`src/rtl/core/talu_pkg.sv`:
```
// Shared constants and types for the tagged integer ALU.
`timescale 1ns / 1ps
package talu_pkg;
    localparam int DEF_DATA_WIDTH = 64;
    localparam int FIELD_WIDTH = 64;

    localparam logic [3:0] CMD_ADD = 4'd0;
    localparam logic [3:0] CMD_SUB = 4'd1;
    localparam logic [3:0] CMD_MUL = 4'd2;
    localparam logic [3:0] CMD_DIV = 4'd3;
    localparam logic [3:0] CMD_REM = 4'd4;
    localparam logic [3:0] CMD_POW = 4'd5;
    localparam logic [3:0] CMD_MIN = 4'd6;
    localparam logic [3:0] CMD_MAX = 4'd7;

    localparam logic [1:0] ERR_DIV_ZERO = 2'd0;
    localparam logic [1:0] ERR_BAD_OP = 2'd1;

    // request from the sequencer to the serial multiplier
    typedef struct packed {
        logic start;
    } t_mul_ctl;
endpackage

```
`src/rtl/core/talu_mul.sv`:
```
// Bit-serial shift-and-add multiplier, product wraps to the data width.
`timescale 1ns / 1ps
module talu_mul #(
    parameter int DATA_WIDTH = talu_pkg::DEF_DATA_WIDTH
) (
    input  logic                  i_clk,
    input  logic                  i_rst_n,
    input  talu_pkg::t_mul_ctl    i_ctl,
    input  logic [DATA_WIDTH-1:0] i_x,
    input  logic [DATA_WIDTH-1:0] i_y,
    output logic                  o_done,
    output logic [DATA_WIDTH-1:0] o_p
);
    import talu_pkg::*;
    localparam int CW = $clog2(DATA_WIDTH + 1);

    logic [DATA_WIDTH-1:0] r_x, r_y, r_p;
    logic [CW-1:0]         r_cnt;
    logic                  r_busy, r_done;

    always_ff @(posedge i_clk) begin
        if (!i_rst_n) begin
            r_busy <= 1'b0;
            r_done <= 1'b0;
        end else begin
            r_done <= 1'b0;
            if (i_ctl.start) begin
                r_busy <= 1'b1;
                r_cnt  <= CW'(DATA_WIDTH);
            end else if (r_busy) begin
                r_cnt <= r_cnt - 1'b1;
                if (r_cnt == CW'(1)) begin
                    r_busy <= 1'b0;
                    r_done <= 1'b1;
                end
            end
        end
    end

    always_ff @(posedge i_clk) begin
        if (i_ctl.start) begin
            r_x <= i_x;
            r_y <= i_y;
            r_p <= '0;
        end else if (r_busy) begin
            if (r_y[0]) r_p <= r_p + r_x;
            r_x <= r_x << 1;
            r_y <= r_y >> 1;
        end
    end

    assign o_done = r_done;
    assign o_p = r_p;
endmodule

```
`src/rtl/core/talu_div.sv`:
```
// Restoring divider on magnitudes, one quotient bit per cycle.
`timescale 1ns / 1ps
module talu_div #(
    parameter int DATA_WIDTH = talu_pkg::DEF_DATA_WIDTH
) (
    input  logic                  i_clk,
    input  logic                  i_rst_n,
    input  logic                  i_start,
    input  logic [DATA_WIDTH-1:0] i_n,
    input  logic [DATA_WIDTH-1:0] i_d,
    output logic                  o_done,
    output logic [DATA_WIDTH-1:0] o_q,
    output logic [DATA_WIDTH-1:0] o_r
);
    import talu_pkg::*;
    localparam int CW = $clog2(DATA_WIDTH + 1);

    logic [DATA_WIDTH-1:0] r_q, r_d, r_rm;
    logic [CW-1:0]         r_cnt;
    logic                  r_busy, r_done;
    logic [DATA_WIDTH:0]   w_trial;

    assign w_trial = {r_rm, r_q[DATA_WIDTH-1]} - {1'b0, r_d};

    always_ff @(posedge i_clk) begin
        if (!i_rst_n) begin
            r_busy <= 1'b0;
            r_done <= 1'b0;
        end else begin
            r_done <= 1'b0;
            if (i_start) begin
                r_busy <= 1'b1;
                r_cnt  <= CW'(DATA_WIDTH);
            end else if (r_busy) begin
                r_cnt <= r_cnt - 1'b1;
                if (r_cnt == CW'(1)) begin
                    r_busy <= 1'b0;
                    r_done <= 1'b1;
                end
            end
        end
    end

    always_ff @(posedge i_clk) begin
        if (i_start) begin
            r_q  <= i_n;
            r_d  <= i_d;
            r_rm <= '0;
        end else if (r_busy) begin
            if (!w_trial[DATA_WIDTH]) begin
                r_rm <= w_trial[DATA_WIDTH-1:0];
                r_q  <= {r_q[DATA_WIDTH-2:0], 1'b1};
            end else begin
                r_rm <= {r_rm[DATA_WIDTH-2:0], r_q[DATA_WIDTH-1]};
                r_q  <= {r_q[DATA_WIDTH-2:0], 1'b0};
            end
        end
    end

    assign o_done = r_done;
    assign o_q = r_q;
    assign o_r = r_rm;
endmodule

```
`src/rtl/core/tagged_integer_alu.sv`:
```
// Top level of the tagged integer ALU: sequencer, serial multiplier and divider.
`timescale 1ns / 1ps
// One request at a time. Errors, a zero divisor, add, sub, min, max and bad opcodes
// finish in the EXEC state, as does pow with an exponent of at most one (result: base);
// mul runs on the bit-serial multiplier; div and rem on the restoring divider, one
// quotient bit per cycle; other pow runs square-and-multiply on the multiplier, a
// multiply and square on a set exponent bit, square only on a clear one, over all W bits.
// The result register holds until taken.
module tagged_integer_alu #(
    parameter int DATA_WIDTH = talu_pkg::DEF_DATA_WIDTH
) (
    input  logic                               i_clk,
    input  logic                               i_rst_n,
    input  logic                               i_valid,
    output logic                               o_ready,
    input  logic [3:0]                         i_cmd,
    input  logic                               i_a_is_err,
    input  logic [1:0]                         i_a_err_code,
    input  logic signed [talu_pkg::FIELD_WIDTH-1:0] i_a_value,
    input  logic                               i_b_is_err,
    input  logic [1:0]                         i_b_err_code,
    input  logic signed [talu_pkg::FIELD_WIDTH-1:0] i_b_value,
    output logic                               o_valid,
    input  logic                               i_ready,
    output logic                               o_res_is_err,
    output logic [1:0]                         o_res_err_code,
    output logic signed [talu_pkg::FIELD_WIDTH-1:0] o_res_value
);
    import talu_pkg::*;
    localparam int W = DATA_WIDTH;
    localparam int CW = $clog2(DATA_WIDTH + 1);

    localparam logic [2:0] S_IDLE  = 3'd0;
    localparam logic [2:0] S_EXEC  = 3'd1;
    localparam logic [2:0] S_MUL   = 3'd2;
    localparam logic [2:0] S_DIV   = 3'd3;
    localparam logic [2:0] S_PMUL  = 3'd4;
    localparam logic [2:0] S_PSQ   = 3'd5;
    localparam logic [2:0] S_OUT   = 3'd6;
    localparam logic [2:0] S_PACC  = 3'd7;

    logic [2:0]   r_state;
    logic [3:0]   r_cmd;
    logic [W-1:0] r_x, r_y, r_acc, r_sq, r_e, r_res;
    logic [CW-1:0] r_ecnt;
    logic         r_err;
    logic [1:0]   r_code;
    logic         r_mstart, r_dstart;
    logic [W-1:0] r_mx, r_my;

    t_mul_ctl     w_mctl;
    logic         w_mdone, w_ddone;
    logic [W-1:0] w_p, w_q, w_rm, w_ux, w_uy;
    logic         w_sx, w_sy, w_ylt, w_yle1;
    logic         w_acc;
    logic         w_mul_go, w_div_go;

    assign w_sx = r_x[W-1];
    assign w_sy = r_y[W-1];
    assign w_ux = w_sx ? -r_x : r_x;
    assign w_uy = w_sy ? -r_y : r_y;
    assign w_ylt = $signed(r_x) <= $signed(r_y);
    assign w_yle1 = $signed(r_y) <= $signed(W'(1));
    assign w_mctl.start = r_mstart;
    assign w_acc = i_valid && o_ready;
    assign o_ready = (r_state == S_IDLE);

    // multiplier launches: plain mul, each pow step, and the square after an acc update
    assign w_mul_go = (r_state == S_EXEC && !r_err && r_cmd == CMD_MUL)
                   || (r_state == S_PMUL && r_ecnt != '0)
                   || (r_state == S_PACC && w_mdone);
    assign w_div_go = r_state == S_EXEC && !r_err
                   && (r_cmd == CMD_DIV || r_cmd == CMD_REM) && r_y != '0;

    talu_mul #(.DATA_WIDTH(W)) u_mul (
        .i_clk(i_clk), .i_rst_n(i_rst_n), .i_ctl(w_mctl),
        .i_x(r_mx), .i_y(r_my), .o_done(w_mdone), .o_p(w_p)
    );

    talu_div #(.DATA_WIDTH(W)) u_div (
        .i_clk(i_clk), .i_rst_n(i_rst_n), .i_start(r_dstart),
        .i_n(w_ux), .i_d(w_uy), .o_done(w_ddone), .o_q(w_q), .o_r(w_rm)
    );

    always_ff @(posedge i_clk) begin
        if (!i_rst_n) begin
            r_state  <= S_IDLE;
            r_mstart <= 1'b0;
            r_dstart <= 1'b0;
        end else begin
            r_mstart <= w_mul_go;
            r_dstart <= w_div_go;
            unique case (r_state)
                S_IDLE: begin
                    if (w_acc) begin
                        r_state <= S_EXEC;
                        r_cmd   <= i_cmd;
                        r_x     <= i_a_value[W-1:0];
                        r_y     <= i_b_value[W-1:0];
                        r_err   <= i_a_is_err | i_b_is_err;
                        r_code  <= i_a_is_err ? i_a_err_code : i_b_err_code;
                    end
                end
                S_EXEC: begin
                    if (r_err) begin
                        r_state <= S_OUT;
                    end else begin
                        unique case (r_cmd)
                            CMD_ADD: begin
                                r_res   <= r_x + r_y;
                                r_state <= S_OUT;
                            end
                            CMD_SUB: begin
                                r_res   <= r_x - r_y;
                                r_state <= S_OUT;
                            end
                            CMD_MUL: begin
                                r_mx <= r_x; r_my <= r_y;
                                r_state <= S_MUL;
                            end
                            CMD_DIV, CMD_REM: begin
                                if (r_y == '0) begin
                                    r_err   <= 1'b1;
                                    r_code  <= ERR_DIV_ZERO;
                                    r_state <= S_OUT;
                                end else begin
                                    r_state <= S_DIV;
                                end
                            end
                            CMD_POW: begin
                                if (w_yle1) begin
                                    r_res   <= r_x;
                                    r_state <= S_OUT;
                                end else begin
                                    r_acc  <= W'(1);
                                    r_sq   <= r_x;
                                    r_e    <= r_y;
                                    r_ecnt <= CW'(W);
                                    r_state <= S_PMUL;
                                end
                            end
                            CMD_MIN: begin
                                r_res   <= w_ylt ? r_x : r_y;
                                r_state <= S_OUT;
                            end
                            CMD_MAX: begin
                                r_res   <= w_ylt ? r_y : r_x;
                                r_state <= S_OUT;
                            end
                            default: begin
                                r_err   <= 1'b1;
                                r_code  <= ERR_BAD_OP;
                                r_state <= S_OUT;
                            end
                        endcase
                    end
                end
                S_MUL: begin
                    if (w_mdone) begin
                        r_res   <= w_p;
                        r_state <= S_OUT;
                    end
                end
                S_DIV: begin
                    if (w_ddone) begin
                        if (r_cmd == CMD_DIV) r_res <= (w_sx ^ w_sy) ? -w_q : w_q;
                        else                  r_res <= w_sx ? -w_rm : w_rm;
                        r_state <= S_OUT;
                    end
                end
                // S_PMUL: end when no bits left; set bit: acc*sq, else square only
                S_PMUL: begin
                    if (r_ecnt == '0) begin
                        r_res   <= r_acc;
                        r_state <= S_OUT;
                    end else if (r_e[0]) begin
                        r_mx <= r_acc; r_my <= r_sq;
                        r_state <= S_PACC;
                    end else begin
                        r_mx <= r_sq; r_my <= r_sq;
                        r_state <= S_PSQ;
                    end
                end
                S_PACC: begin
                    if (w_mdone) begin
                        r_acc <= w_p;
                        r_mx  <= r_sq; r_my <= r_sq;
                        r_state <= S_PSQ;
                    end
                end
                S_PSQ: begin
                    if (w_mdone) begin
                        r_sq   <= w_p;
                        r_e    <= r_e >> 1;
                        r_ecnt <= r_ecnt - 1'b1;
                        r_state <= S_PMUL;
                    end
                end
                S_OUT: begin
                    if (i_ready) r_state <= S_IDLE;
                end
                default: r_state <= S_IDLE;
            endcase
        end
    end

    assign o_valid = (r_state == S_OUT);
    assign o_res_is_err = r_err;
    assign o_res_err_code = r_err ? r_code : 2'd0;
    assign o_res_value = r_err ? '0
                       : {{(FIELD_WIDTH-W){r_res[W-1]}}, r_res};
endmodule

```
`config.mk`:
```
export PLATFORM = sky130hd
export DESIGN_NAME = tagged_integer_alu
export DESIGN_NICKNAME = d
export VERILOG_FILES = /design/src/rtl/core/talu_pkg.sv /design/src/rtl/core/talu_mul.sv /design/src/rtl/core/talu_div.sv /design/src/rtl/core/tagged_integer_alu.sv
export SDC_FILE = /design/constraint.sdc
export NUM_CORES = 2
export LEC_CHECK = 0
export BUFFER_PORTS_ARGS = -buffer_cell sky130_fd_sc_hd__buf_2
export CORE_AREA = 3 3 337 339
export CTS_BUF_LIST = sky130_fd_sc_hd__clkbuf_4
export CTS_CLUSTER_DIAMETER = 30
export CTS_CLUSTER_SIZE = 40
export DETAILED_ROUTE_END_ITERATION = 10
export DIE_AREA = 0 0 340 342
export PLACE_DENSITY_LB_ADDON = 0.05
export SETUP_SLACK_MARGIN = 0.5
export SYNTH_ARGS = -nofsm -noshare
export SYNTH_HDL_FRONTEND = slang
export SYNTH_HIERARCHICAL = 1
export SYNTH_SLANG_ARGS = --single-unit
```
`constraint.sdc`:
```
create_clock -name i_clk -period 16.9 [get_ports i_clk]
set_input_delay 3.38 -clock i_clk [delete_from_list [all_inputs] [get_ports i_clk]]
set_output_delay 3.38 -clock i_clk [all_outputs]
set_load 0.1 [all_outputs]
```
==> qor.yml <==
clocking:
  cts_setup_buffers: 0
  cts_sinks: 933
  clk_transition_reported_paths_ns: 0.09
  insertion_delay_ns: 1.25
  clock-root-buffer: "clkbuf_4"
  numCtsBuffers: 210
  clk_path_buf_depth: 3
  h-tree-depth: 4
  ctsResizeCount: 0
  cts_tree: "built"
  ctsHoldBuffers: 0
timing:
  fin_worst_skew_ns: 0.103
  hold_viol: 0
  finalCritPeriodShare_pct: 40.7
  period_needed_ns: 6.88
  relSlewSlack_pct: 12.1
  finalSetupViolCount: 0
  final_max_slew_viol_count: 0
  fin_setup_tns_ns: 0
  worst_slew_pin_slew_ns: 1.31
  max_freq_mhz: 145
  finalHoldWorstSlack_ns: 0.526
  rsz0062_at_grt: "false"
synthesis:
  ys_ff_latch: 933
  synth_area_um2: 60700
  syn_nets: 6508
  syn_inst: 6097
  synth_edf_count: 796
  synth_warnings: 6
  synth_area_leaders: "edfxtp_1, mux2_2, ha_1"
  async_flop_share_pct: 0
  seq_area_frac_synth_pct: 43.9
  synth_common_cells: "edfxtp_1, a21oi_1, nor2_1"
  netlist.area_leader.share_pct: 39.4
  synth_top_area_cell: "edfxtp_1"
  ys.flop_type: "edfxtp_1"
  yosysMostFrequentCell: "edfxtp_1"
  synth_area_per_cell_um2: 9.95
  synthDistinctLibCells: 107
power:
  p_leak_nw: 25.1
  powerDensity_nw_per_um2: 156
  ir_drop_mv: 0.106
grt:
  grt_pass1_vias: 49400
  grt_pass1_wl_mm: 325
  grt_use_total_pct: 37.7
  antenna_found_initial: 16
  grt_max_degree: 130
  grt.overflow.total: 0
final_layout:
  fin_nets: 6648
  drive_gt1_share_pct: 19.1
  area_growth_pct: 9.78
routing:
  dr.first_iter.drc_count: 6403
  num_vias: 52100
  drc_errors: 0
  ant_nets: 0
  wl_per_cell_um: 28.4
  viasPerCell: 6.58
  drtPass1Iterations: 9
  wl_mm: 225
run_status:
  status: "finished, final reports clean"
min_path:
  min_from: "r_my[32]"
  hp-class: "reg -> reg"
  hold_path_depth: 1
floorplanning:
  die_h_um: 342
  start_util_pct: 54.8
  die_x_um: 340
  coreArea_um2: 111000
  fp-row-count: 122
  pin_count: 211
  die_area_um2: 116000
critical_path:
  crit_path_end_kind: "primary output"
  slowest_delay_ns: 1.14
  arrival_ns: 3.50
  worstPathMaxFanout: 39
  crit_chain: "buf_4 > nor2b_1 > buf_2"
  cp_slowest_cell: "edfxtp_1"
  cp-startpoint: "o_res_is_err"
  start_kind: "flip-flop"
  reg2reg_depth: 17
  reg2reg_from: "r_y[63]"
  cp.required_ns: 13.52
  crit_type: "reg -> out"
place:
  hpwl_mm: 167
  io_buffers: 210
  place_congestion: 1.06
run:
  cap_viol_max_count: 0
-- sequential cells by signal, summed over array words and instances, names as in the netlist, 2 cells and up --
name	cells
r_x	64
u_div/r_cnt	7
u_mul/r_y	64
r_mx	64
r_my	64
r_cmd	4
r_ecnt	7
r_state	3
u_mul/r_x	64
u_div/o_q	64
u_mul/o_p	64
r_e	64
r_acc	64
r_y	64
r_code	2
u_div/r_d	64
r_res	64
r_sq	64
u_mul/r_cnt	7
u_div/o_r	64
-- metrics by stage --
step                      total power [mW]  cell area [µm²]  utilization [%]  setup WS (ns)  instances
after floorplan                       6.54            60700                -           6.36       6097
after global placement                7.97            63000             56.9          10.47       7512
after detailed placement              8.00            63000             56.9          10.87       7513
after CTS                             10.3            66600             60.2           9.92       7913
after global routing                  10.9            66600             60.2           9.86       7918
final                                 10.4            66600             60.2          10.02       7921
-- metal layers --
| layer | global-route usage [%] | vias to the layer above | part of all wire [%] |
|---|---|---|---|
| li1 | - | 23300 | - |
| met1 | 47.0 | 25100 | 38 |
| met2 | 58.8 | 2942 | 45 |
| met3 | 7.34 | 735 | 8.8 |
| met4 | 27.2 | 4 | 8.4 |
| met5 | 0 | - | 0.012 |
-- critical path: cells and delay by family, from the launching register on --
kind | cells | cell delay, ns
flops | 1 | 1.14
buf+inv | 2 | 0.90
simple gates | 1 | 0.21
-- cell type report --
class | count | area (µm²)
fillers | 9592 | 44100
multi-input cells | 4450 | 31400
flip-flops and latches | 933 | 26700
clock inverters | 171 | 1870
well taps | 1488 | 1860
repair buffers | 308 | 1800
clock buffers | 229 | 1720
inverters | 334 | 1250
diodes | 8 | 20.0
-- path summary, 6_finish.rpt --
check,slack [ns],to
worst max-delay path,10.02,o_res_value[63]
worst min-delay path,0.53,u_mul/r_y[32]
worst max register to register,10.64,r_res[42]
worst min register to register,0.53,u_mul/r_y[32]
-- cells in the final DEF (no fill, tap or decap), types with 30 or more instances in the layout --
cell	synthesis	layout
a21oi_1	549	548
ha_1	265	264
xnor2_1	281	281
nand4_1	72	72
edfxtp_1	796	796
a222oi_1	71	71
mux2_2	393	393
or3_1	44	43
and2_1	97	95
nand2_1	427	424
or4_1	30	30
nor2b_1	98	98
dfxtp_1	137	133
xor2_1	114	114
clkbuf_4	0	229
a221o_1	43	43
a211oi_2	39	39
clkinv_2	0	33
a211oi_1	58	58
o31ai_1	89	89
nand3_1	79	78
o211ai_1	32	32
nand2b_1	33	32
a221oi_1	81	81
o21bai_1	63	63
inv_1	327	326
a21o_1	115	114
nor3_1	102	101
nor2_1	453	448
o21ai_0	294	294
buf_4	7	97
nor4_1	41	40
o22ai_1	63	62
buf_2	21	210
o221ai_1	31	31
clkinvlp_4	0	34
a31oi_1	49	49
-- kinds of logic (layout without fill, tap and decap cells) --
logic type,after synthesis,in the layout,share of synthesized area [%]
AND/OR/NAND/NOR,1581,1581,12.7
adder cells (fa/ha/maj),269,269,5.60
multiplexers,408,408,7.54
XOR/XNOR,397,397,5.75
flip-flops,933,933,43.9
other,0,8,0
AO/OA/AOI/OAI,1795,1795,20.0
buffers and inverters,714,1042,4.54
-- where the power goes --
part | switching (mW) | internal [mW] | total [mW]
Clock | 1.13 | 1.18 | 2.31
Sequential | 0.509 | 3.08 | 3.59
Combinational | 2.97 | 1.55 | 4.52
Total | 4.61 | 5.81 | 10.4
No activity file was read; power rests on OpenSTA's default activity.
